$ cat src/xml_entity_text_decoder_top_assert.svh
// ---------------------------------------------------------------------------
// Assertion macros for the XML entity text decoder.
// Each macro expects clk and arst_n in the enclosing scope.
// ---------------------------------------------------------------------------
`ifndef XML_ENTITY_TEXT_DECODER_TOP_ASSERT_SVH
`define XML_ENTITY_TEXT_DECODER_TOP_ASSERT_SVH

// same-cycle implication
`define XETD_ASSERT_NOW(lbl, ante, cons) \
	lbl: assert property (@(posedge clk) disable iff (!arst_n) (ante) |-> (cons)) \
		else $error("xetd assertion failed");

// next-cycle implication
`define XETD_ASSERT_NXT(lbl, ante, cons) \
	lbl: assert property (@(posedge clk) disable iff (!arst_n) (ante) |=> (cons)) \
		else $error("xetd assertion failed");

`endif

$ cat src/xetd_pkg.sv
// ---------------------------------------------------------------------------
// xetd_pkg
// Types, codes and the entity name table of the XML entity text decoder.
// ---------------------------------------------------------------------------
`timescale 1ns / 1ps

package xetd_pkg;

	localparam logic [1:0] ERR_NONE    = 2'd0;
	localparam logic [1:0] ERR_LT      = 2'd1;
	localparam logic [1:0] ERR_AMP     = 2'd2;
	localparam logic [1:0] ERR_UNKNOWN = 2'd3;

	localparam logic [7:0] CHAR_LT   = 8'h3C;
	localparam logic [7:0] CHAR_GT   = 8'h3E;
	localparam logic [7:0] CHAR_AMP  = 8'h26;
	localparam logic [7:0] CHAR_SEMI = 8'h3B;
	localparam logic [7:0] CHAR_APOS = 8'h27;
	localparam logic [7:0] CHAR_QUOT = 8'h22;

	localparam logic [2:0] NAME_MAX = 3'd4;
	localparam logic [2:0] NAME_SAT = 3'd5;

	localparam logic [31:0] NAME_LT   = 32'h0000_6C74;
	localparam logic [31:0] NAME_GT   = 32'h0000_6774;
	localparam logic [31:0] NAME_AMP  = 32'h0061_6D70;
	localparam logic [31:0] NAME_APOS = 32'h6170_6F73;
	localparam logic [31:0] NAME_QUOT = 32'h7175_6F74;

	typedef struct packed {
		logic       has_char;
		logic [7:0] out_char;
		logic [1:0] error_code;
		logic       end_of_string;
	} result_t;

	typedef struct packed {
		logic       found;
		logic [7:0] char_val;
	} lookup_t;

	// exact match on length and bytes
	function automatic lookup_t lookup_name(logic [2:0] name_len, logic [31:0] name_buf);
		lookup_t r;
		r.found    = 1'b0;
		r.char_val = 8'h00;
		case (name_len)
			3'd2: begin
				if (name_buf == NAME_LT) begin
					r.found = 1'b1; r.char_val = CHAR_LT;
				end else if (name_buf == NAME_GT) begin
					r.found = 1'b1; r.char_val = CHAR_GT;
				end
			end
			3'd3: begin
				if (name_buf == NAME_AMP) begin
					r.found = 1'b1; r.char_val = CHAR_AMP;
				end
			end
			3'd4: begin
				if (name_buf == NAME_APOS) begin
					r.found = 1'b1; r.char_val = CHAR_APOS;
				end else if (name_buf == NAME_QUOT) begin
					r.found = 1'b1; r.char_val = CHAR_QUOT;
				end
			end
			default: begin
				r.found = 1'b0;
			end
		endcase
		return r;
	endfunction

endpackage

$ cat src/xetd_decode.sv
// ---------------------------------------------------------------------------
// xetd_decode
// Entity parse state and the per-byte decode logic.
// ---------------------------------------------------------------------------
`timescale 1ns / 1ps

`include "xml_entity_text_decoder_top_assert.svh"

module xetd_decode (
	input  logic             clk,
	input  logic             arst_n,
	input  logic             advance,
	input  logic [7:0]       in_byte,
	input  logic             last,
	output xetd_pkg::result_t result
);

	logic        in_entity_q, in_entity_d;
	logic [31:0] name_buf_q, name_buf_d;
	logic [2:0]  name_len_q, name_len_d;
	logic        failed_q, failed_d;
	logic [1:0]  first_err_q, first_err_d;
	xetd_pkg::lookup_t hit;

	assign hit = xetd_pkg::lookup_name(name_len_q, name_buf_q);

	always_comb begin
		in_entity_d = in_entity_q;
		name_buf_d  = name_buf_q;
		name_len_d  = name_len_q;
		failed_d    = failed_q;
		first_err_d = first_err_q;
		result.has_char = 1'b0;
		result.out_char = 8'h00;
		if (!failed_q) begin
			if (in_byte == xetd_pkg::CHAR_LT) begin
				failed_d    = 1'b1;
				first_err_d = xetd_pkg::ERR_LT;
			end else if (in_byte == xetd_pkg::CHAR_AMP) begin
				if (in_entity_q) begin
					failed_d    = 1'b1;
					first_err_d = xetd_pkg::ERR_AMP;
				end else begin
					in_entity_d = 1'b1;
					name_buf_d  = 32'h0;
					name_len_d  = 3'd0;
				end
			end else if (in_entity_q) begin
				if (in_byte == xetd_pkg::CHAR_SEMI) begin
					if (!hit.found) begin
						failed_d    = 1'b1;
						first_err_d = xetd_pkg::ERR_UNKNOWN;
					end else begin
						result.has_char = 1'b1;
						result.out_char = hit.char_val;
						in_entity_d     = 1'b0;
						name_buf_d      = 32'h0;
						name_len_d      = 3'd0;
					end
				end else if (name_len_q < xetd_pkg::NAME_MAX) begin
					name_buf_d = {name_buf_q[23:0], in_byte};
					name_len_d = name_len_q + 3'd1;
				end else begin
					name_len_d = xetd_pkg::NAME_SAT;
				end
			end else begin
				result.has_char = 1'b1;
				result.out_char = in_byte;
			end
			// entity still open at end of string
			if (last && !failed_d && in_entity_d) begin
				failed_d    = 1'b1;
				first_err_d = xetd_pkg::ERR_AMP;
			end
		end
		result.error_code    = failed_d ? first_err_d : xetd_pkg::ERR_NONE;
		result.end_of_string = last;
	end

	always_ff @(posedge clk or negedge arst_n) begin
		if (!arst_n) begin
			in_entity_q <= 1'b0;
			name_buf_q  <= 32'h0;
			name_len_q  <= 3'd0;
			failed_q    <= 1'b0;
			first_err_q <= xetd_pkg::ERR_NONE;
		end else if (advance) begin
			if (last) begin
				in_entity_q <= 1'b0;
				name_buf_q  <= 32'h0;
				name_len_q  <= 3'd0;
				failed_q    <= 1'b0;
				first_err_q <= xetd_pkg::ERR_NONE;
			end else begin
				in_entity_q <= in_entity_d;
				name_buf_q  <= name_buf_d;
				name_len_q  <= name_len_d;
				failed_q    <= failed_d;
				first_err_q <= first_err_d;
			end
		end
	end

	`XETD_ASSERT_NXT(a_last_clears, advance && last, !in_entity_q && !failed_q && (name_len_q == 3'd0))
	`XETD_ASSERT_NOW(a_char_no_err, advance && result.has_char, result.error_code == xetd_pkg::ERR_NONE)
	`XETD_ASSERT_NOW(a_len_bound, 1'b1, name_len_q <= xetd_pkg::NAME_SAT)
	`XETD_ASSERT_NXT(a_fail_sticky, failed_q && !(advance && last), failed_q)

endmodule

$ cat src/xetd_out_reg.sv
// ---------------------------------------------------------------------------
// xetd_out_reg
// Result register on the master side of the stream.
// ---------------------------------------------------------------------------
`timescale 1ns / 1ps

module xetd_out_reg (
	input  logic              clk,
	input  logic              arst_n,
	input  logic              load,
	input  xetd_pkg::result_t din,
	output logic              space,
	output logic              m_tvalid,
	input  logic              m_tready,
	output logic [7:0]        m_tdata,  // [7:0] out_char
	output logic [2:0]        m_tuser,  // [0] has_char, [2:1] error_code
	output logic              m_tlast
);

	logic              valid_s2;
	xetd_pkg::result_t res_s2;

	// free when empty or when the held request leaves this cycle
	assign space = !valid_s2 || m_tready;

	always_ff @(posedge clk or negedge arst_n) begin
		if (!arst_n) begin
			valid_s2 <= 1'b0;
		end else if (space) begin
			valid_s2 <= load;
		end
	end

	always_ff @(posedge clk) begin
		if (load) begin
			res_s2 <= din;
		end
	end

	assign m_tvalid = valid_s2;
	assign m_tdata  = res_s2.out_char;
	assign m_tuser  = {res_s2.error_code, res_s2.has_char};
	assign m_tlast  = res_s2.end_of_string;

endmodule

$ cat src/xml_entity_text_decoder_top.sv
// ---------------------------------------------------------------------------
// xml_entity_text_decoder_top
// Decodes XML predefined entities in a byte stream and flags the first error.
// ---------------------------------------------------------------------------
// channel  dir  tdata           tuser                    tlast
// s_*      in   [7:0] in_byte   -                        last
// m_*      out  [7:0] out_char  [0] has_char [2:1] err   end_of_string
//
// One request per cycle sustained while the master takes results; one result per request.
// Each byte passes the input register, then is decoded into the result register.
// The decode state updates only when a byte moves from the input register on.
// A stalled master holds the result register; the input register still takes
// one more request, so s_tready drops only when both are full.
// arst_n clears all control and entity state; the last byte also clears the entity state.
// ---------------------------------------------------------------------------
`timescale 1ns / 1ps

module xml_entity_text_decoder_top (
	input  logic       clk,
	input  logic       arst_n,
	input  logic       s_tvalid,
	output logic       s_tready,
	input  logic [7:0] s_tdata,   // [7:0] in_byte
	input  logic       s_tlast,
	output logic       m_tvalid,
	input  logic       m_tready,
	output logic [7:0] m_tdata,   // [7:0] out_char
	output logic [2:0] m_tuser,   // [0] has_char, [2:1] error_code
	output logic       m_tlast
);

	logic              valid_s1;
	logic [7:0]        byte_s1;
	logic              last_s1;
	logic              space;
	logic              advance;
	xetd_pkg::result_t result;

	assign advance  = valid_s1 && space;
	assign s_tready = !valid_s1 || space;

	always_ff @(posedge clk or negedge arst_n) begin
		if (!arst_n) begin
			valid_s1 <= 1'b0;
		end else if (s_tready) begin
			valid_s1 <= s_tvalid;
		end
	end

	always_ff @(posedge clk) begin
		if (s_tready && s_tvalid) begin
			byte_s1 <= s_tdata;
			last_s1 <= s_tlast;
		end
	end

	xetd_decode u_decode (
		.clk     (clk),
		.arst_n  (arst_n),
		.advance (advance),
		.in_byte (byte_s1),
		.last    (last_s1),
		.result  (result)
	);

	xetd_out_reg u_out_reg (
		.clk      (clk),
		.arst_n   (arst_n),
		.load     (advance),
		.din      (result),
		.space    (space),
		.m_tvalid (m_tvalid),
		.m_tready (m_tready),
		.m_tdata  (m_tdata),
		.m_tuser  (m_tuser),
		.m_tlast  (m_tlast)
	);

endmodule

$ cat config.mk
export PLATFORM = sky130hd
export DESIGN_NAME = xml_entity_text_decoder_top
export DESIGN_NICKNAME = d
export VERILOG_FILES = /design/src/xetd_pkg.sv /design/src/xetd_decode.sv /design/src/xetd_out_reg.sv /design/src/xml_entity_text_decoder_top.sv
export VERILOG_INCLUDE_DIRS = /design/src /design/src/src
export SDC_FILE = /design/constraint.sdc
export NUM_CORES = 1
export LEC_CHECK = 0
export ABC_AREA = 0
export BUFFER_PORTS_ARGS = -buffer_cell sky130_fd_sc_hd__buf_2
export CAP_MARGIN = 0
export CORE_AREA = 8 8 97 99
export CTS_CLUSTER_SIZE = 30
export DETAILED_ROUTE_END_ITERATION = 10
export DIE_AREA = 0 0 105 107
export PLACE_DENSITY_LB_ADDON = 0.3
export SLEW_MARGIN = 20
export SYNTH_ARGS = -nofsm -noshare
export SYNTH_HDL_FRONTEND = slang
export SYNTH_SLANG_ARGS = --single-unit
$ cat constraint.sdc
create_clock -name clk -period 2.9 [get_ports clk]
set_input_delay 0.29 -clock clk [delete_from_list [all_inputs] [get_ports clk]]
set_output_delay 0.29 -clock clk [all_outputs]
set_load 0.02 [all_outputs]
After elaboration in Yosys (flattened, before gate mapping):

Index checks and enable logic that the tools add are counted.

* bits in registers: 62
* output and inout port bits: 14
* word-level logic and storage cells: 99

* $add $sub $neg: 1
* order comparisons: 1
* equal/unequal tests: 15
* muxes and demuxes: 54
* reductions and logical operators: 15

Operator list (number)
* $mux 32: 9
* $mux 9: 8
* $eq 32x15->1 const B: 2
* $eq 32x31->1 const B: 2
* $eq 32x23->1 const B: 1
* $mux 3: 9
* $eq 8x6->1 const B: 3
* $pmux 8 s3: 1
* $mux 2: 9
* $mux 1: 17
* $reduce_and 7->1: 1
* $eq 3x2->1 const B: 2
* $reduce_and 6->1: 1
* $logic_and 1x1->1: 4
* $ne 2x2->1 const B: 2
* $ne 4x2->1 const B: 1
* $reduce_bool 4->1: 1
* $add 3x1->3 const B: 1
* $eq 3x3->1 const B: 1
* $logic_not 1->1: 3
* $lt 3x3->1 const B: 1
* $ne 3x3->1 const B: 1
* $pmux 1 s3: 1
* $reduce_bool 3->1: 1
* other kinds (3): 4

Depth between registers and ports, before layout:

* depth after elaboration: 16
* gate-level depth with buffers: 9
* mapped depth without buffers: 8

By module:

A second synthesis with hierarchy kept.

* cell total of the unflattened synthesis: 225
* area total of the unflattened synthesis: 2825.2 um2

Modules (own cells, without submodules)
* xetd_decode: instances 1, cells an instance 196, area an instance 2087.0 um2
* xetd_out_reg: instances 1, cells an instance 15, area an instance 407.9 um2
* xml_entity_text_decoder_top: instances 1, cells an instance 14, area an instance 330.3 um2

Worst setup path before layout:

No wires, ideal clock.

* kind: reg-to-reg
* start: register byte_s1[7]
* end: register u_decode.name_buf_q[6]
* arrival: 2158 ps
* data required time: 2772 ps
* path slack: 615 ps
* cell stages (with the launch flop): 7
* path buffers: 0
* clock period less this slack: 2285 ps
* path through: edfxtp_1 or3b_4 nor4_4 a221oi_2 a21boi_1 a41oi_4 mux2_1

* word-level cells in the longest chain between the ends: 7
* elaborated cells on any way between the ends: 15

RTL lines
* start, declared: RTL line xml_entity_text_decoder_top.sv:33 `logic [7:0] byte_s1;`
* start signal, assigned: RTL line xml_entity_text_decoder_top.sv:52 `byte_s1 <= s_tdata;`
* $eq 8x6->1: RTL line xetd_decode.sv:49 `if (in_byte == xetd_pkg::CHAR_SEMI) begin`
* $mux 32: RTL line xetd_decode.sv:49
* $mux 32: RTL line xetd_decode.sv:48 `end else if (in_entity_q) begin`
* $mux 32: RTL line xetd_decode.sv:39 `end else if (in_byte == xetd_pkg::CHAR_AMP) begin`
* $mux 32: RTL line xetd_decode.sv:36 `if (in_byte == xetd_pkg::CHAR_LT) begin`
* $mux 32: RTL line xetd_decode.sv:35 `if (!failed_q) begin`
* $mux 32: RTL line xetd_decode.sv:88 `if (last) begin`
* end signal, assigned: RTL line xetd_decode.sv:96 `name_buf_q <= name_buf_d;`
* end, declared: RTL line xetd_decode.sv:19 `logic [31:0] name_buf_q, name_buf_d;`

Parallel ways exist; a longest one is shown, timed or not. The select of a mux whose other input is x is not followed.
A chain may end at the register's enable or synchronous reset.

Final worst setup path:

* start: register byte_s1[7]
* end: register u_decode.name_buf_q[14]

The elaborated chain is that of the path after synthesis.

==> impl_metrics.env <==
export IMPL_htreeDepth=3
export IMPL_grt_max_degree=42
export IMPL_drive_above_1_share=0.230
export IMPL_critPathKind="reg2reg"
export IMPL_yosysTopAreaCell="dfrtp_1"
export IMPL_max_freq_ghz=0.378
export IMPL_overflow=0
export IMPL_sequentialPowerShare=0.488
export IMPL_p_switching_mw=0.685
export IMPL_yosysSeqAreaShare=0.569
export IMPL_netlist_instances=240
export IMPL_pin_count=27
export IMPL_die_h_um=107
export IMPL_r2r_cells=7
export IMPL_r2r_end="u_decode.name_buf_q[14]"
export IMPL_max_vdd_ir_drop_v=0.000198
export IMPL_cts_inserted_buffers=9
export IMPL_hold_buffers=0
export IMPL_drt_total_wl_um=6510
export IMPL_cts_sinks=62
export IMPL_area_growth_pct=16.8
export IMPL_rows=33
export IMPL_hold_viol=0
export IMPL_syn_area_per_cell_sq_um=12.1
export IMPL_antenna_left=0
export IMPL_routedWlPerCell_um=16.8
export IMPL_r2r_start="byte_s1[7]"
export IMPL_layoutNonFillerInstCount=388
export IMPL_fin_nets=294
export IMPL_worstMarginPinSlew_ns=0.935
export IMPL_fin_skew_ns=0.00875
export IMPL_synth_simple_gate_area_frac=0.184
export IMPL_crit_buf_inv=1
export IMPL_synth_top_family_by_area="compound AO/OA/AOI/OAI gates"
export IMPL_worstSetupEndpointType="flip-flop"
export IMPL_drt_iter0_drc=78
export IMPL_cp_start_kind="flip-flop"
export IMPL_synth_xor_area_frac=0
export IMPL_die_area_sq_um=11200
export IMPL_portBuffers=26
export IMPL_outcome="completed"
export IMPL_diodes=0
export IMPL_cts_tree="done"
export IMPL_yosysTopAreaCellShare=0.352
export IMPL_clock_latency_ns=0.34
export IMPL_period_share=0.913
export IMPL_synth_area_sq_um=2910
export IMPL_clockPowerShare=0.325
export IMPL_synth_area_mux_share=0.0150
export IMPL_power_density_nw_per_um2=685
export IMPL_syn_nets=256
export IMPL_fin_crit_ns=2.65
export IMPL_cp_arrival_ns=2.92
export IMPL_worst_path_max_fanout=14
export IMPL_cp_cell_sequence="or3b_4 -> nor4_4 -> a221oi_2 -> a21boi_1 -> a41oi_4 -> buf_4 -> a22o_1"
export IMPL_rrSetupSlack_ns=0.25
export IMPL_antenna_found_initial=0
export IMPL_yosysWarnings=0
export IMPL_synth_area_leaders="dfrtp_1 35%, edfxtp_1 22%, a22o_1 8.7%, nand2_1 3.1%, nand4_1 1.7%"
export IMPL_vias=2112
export IMPL_maxCapViolations=0
export IMPL_grt_use_total=0.125
export IMPL_synthAdderAreaFrac=0.0129
export IMPL_die_x_um=105
export IMPL_slowest_delay_ns=0.47
export IMPL_dp_hpwl_um=4650
export IMPL_crit_family="compound AO/OA/AOI/OAI gates"
export IMPL_placed_cells_incl_taps=372
export IMPL_internal_power_mw=1.65
export IMPL_power_switching_fraction=0.294
export IMPL_cts_root_buffer="clkbuf_8"
export IMPL_p_leak_nw=1.43
export IMPL_grt_pass1_wl_um=11200
export IMPL_fillCellCount=763
export IMPL_setup_viol_count_final=0
export IMPL_tns_ns=0
export IMPL_grt_pass1_vias=2232
export IMPL_core_sq_um=7930
export IMPL_path_clk_slew_ns=0.07
export IMPL_synth_compound_area_share=0.187
export IMPL_rsz0062_at_grt="no"
export IMPL_yosysUniqueCellTypes=54
export IMPL_slew_headroom=0.377
export IMPL_slowest_stage="or3b_4"
export IMPL_viasPerCell=5.44
export IMPL_initial_core_util=0.367
export IMPL_hold_path_class="in2async"
export IMPL_comb_power_share=0.188
export IMPL_ys_async_sr_fraction=0.661
export IMPL_post_cts_setup_buffer_count=0
export IMPL_drv_slew=0
export IMPL_ctsResizeCount=0
export IMPL_synth_edff_count=21
export IMPL_crit_required_ns=3.17
export IMPL_drc=0
export IMPL_clockBufferDepth=2
export IMPL_place_congestion=0.800
export IMPL_synth_top_flop_cell="dfrtp_1"
export IMPL_ys_seq_elements=62
export IMPL_first_pass_iters=4
-- synthesized netlist by cell type, drive strengths merged (2+ instances only) --
library cell  number
o21ai              7
nor3               3
nand2             24
a22o              29
clkbuf             6
a221oi             2
nand3              6
a21oi              8
nand4b             2
or4                2
nor4               5
buf                3
and4bb             2
inv               10
nor4b              3
o31ai              2
nor3b              3
mux2               3
nand4              8
nor2               7
a31oi              3
ha                 3
and2               4
edfxtp            21
nor2b              4
a41oi              2
dfrtp             41
o32ai              2
nor4bb             2
o2bb2ai            2
nand2b             6
-- worst max-delay path by stage --
stage               start                      end  slack, ns  depth (start not counted)
2_1_floorplan  byte_s1[7]   u_decode.name_buf_q[6]       0.61                          6
3_3_place_gp   byte_s1[7]   u_decode.name_buf_q[7]       0.29                          6
3_5_place_dp   byte_s1[7]   u_decode.name_buf_q[7]       0.27                          6
4_1_cts        byte_s1[7]  u_decode.name_buf_q[14]       0.27                          7
5_1_grt        byte_s1[7]  u_decode.name_buf_q[26]       0.08                          7
6_report       byte_s1[7]  u_decode.name_buf_q[14]       0.25                          7
-- cell families (layout without fill, tap and decap cells) --
group,after synthesis,count (layout)
flip-flops,62,62
AND/OR/NAND/NOR,87,87
buffers and inverters,19,62
adder cells (fa/ha/maj),3,3
multiplexers,4,4
AO/OA/AOI/OAI,65,65
-- cell usage in the layout, fill, tap and decap left out, drive strengths merged, types with 2 or more instances in the layout --
cell,netlist,routed
nand2,24,24
nand3,6,6
edfxtp,21,21
a22o,29,29
inv,10,11
nand4b,2,2
buf,3,36
nor3,3,3
a31oi,3,3
and2,4,4
mux2,3,3
nand2b,6,6
nor3b,3,3
nor4b,3,3
clkbuf,6,14
o2bb2ai,2,2
or4,2,2
and4bb,2,2
o31ai,2,2
nor4,5,5
ha,3,3
a21oi,8,8
a41oi,2,2
nor4bb,2,2
nand4,8,8
nor2b,4,4
a221oi,2,2
o32ai,2,2
nor2,7,7
dfrtp,41,41
o21ai,7,7
-- power groups by stage --
stage          Clock, mW  Combinational [mW]  Sequential [mW]
2_1_floorplan          0               0.291             1.15
3_3_place_gp           0               0.432             1.15
3_5_place_dp           0               0.437             1.15
4_1_cts            0.780               0.440             1.14
5_1_grt            0.812               0.493             1.16
6_report           0.757               0.437             1.14
-- metrics by stage --
step	util	setup WS (ns)	total power, mW	instance area (sq um)	hold slack, ns
6_report	0.429	0.253	2.33	3400	0.0906
5_1_grt	0.429	0.0783	2.46	3400	0.105
4_1_cts	0.429	0.268	2.36	3400	0.108
3_5_place_dp	0.403	0.265	1.59	3200	0.469
3_3_place_gp	0.403	0.292	1.58	3200	0.466
2_1_floorplan	-	0.615	1.44	2910	-0.00559
-- sequential cells by signal, summed over array words and instances (netlist names) --
name and cells:
u_decode.name_buf_q 32, byte_s1 8, u_out_reg.m_tdata 8, u_decode.name_len_q 3, u_out_reg.m_tuser 3, u_decode.first_err_q 2
last_s1 1, u_decode.failed_q 1, u_decode.in_entity_q 1, u_out_reg.m_tlast 1, u_out_reg.m_tvalid 1, valid_s1 1
-- layout make-up --
type | count | area [sq um] | area share
sequential | 62 | 1660 | 0.487
multi-input combinational | 159 | 1170 | 0.343
timing repair buffer | 36 | 205 | 0.0603
clock buffer | 14 | 194 | 0.0570
tap | 105 | 131 | 0.0386
inverter | 10 | 37.5 | 0.0110
clock inverter | 2 | 11.3 | 0.00331
-- per-layer routing --
metal	track usage	vias to the layer above	wire length, um
li1	-	1004	-
met1	0.157	1051	3110
met2	0.194	49	2950
met3	0.0354	8	339
met4	0.0612	0	101
met5	0	-	0
Note: power is estimated with default switching activity, not from simulation.
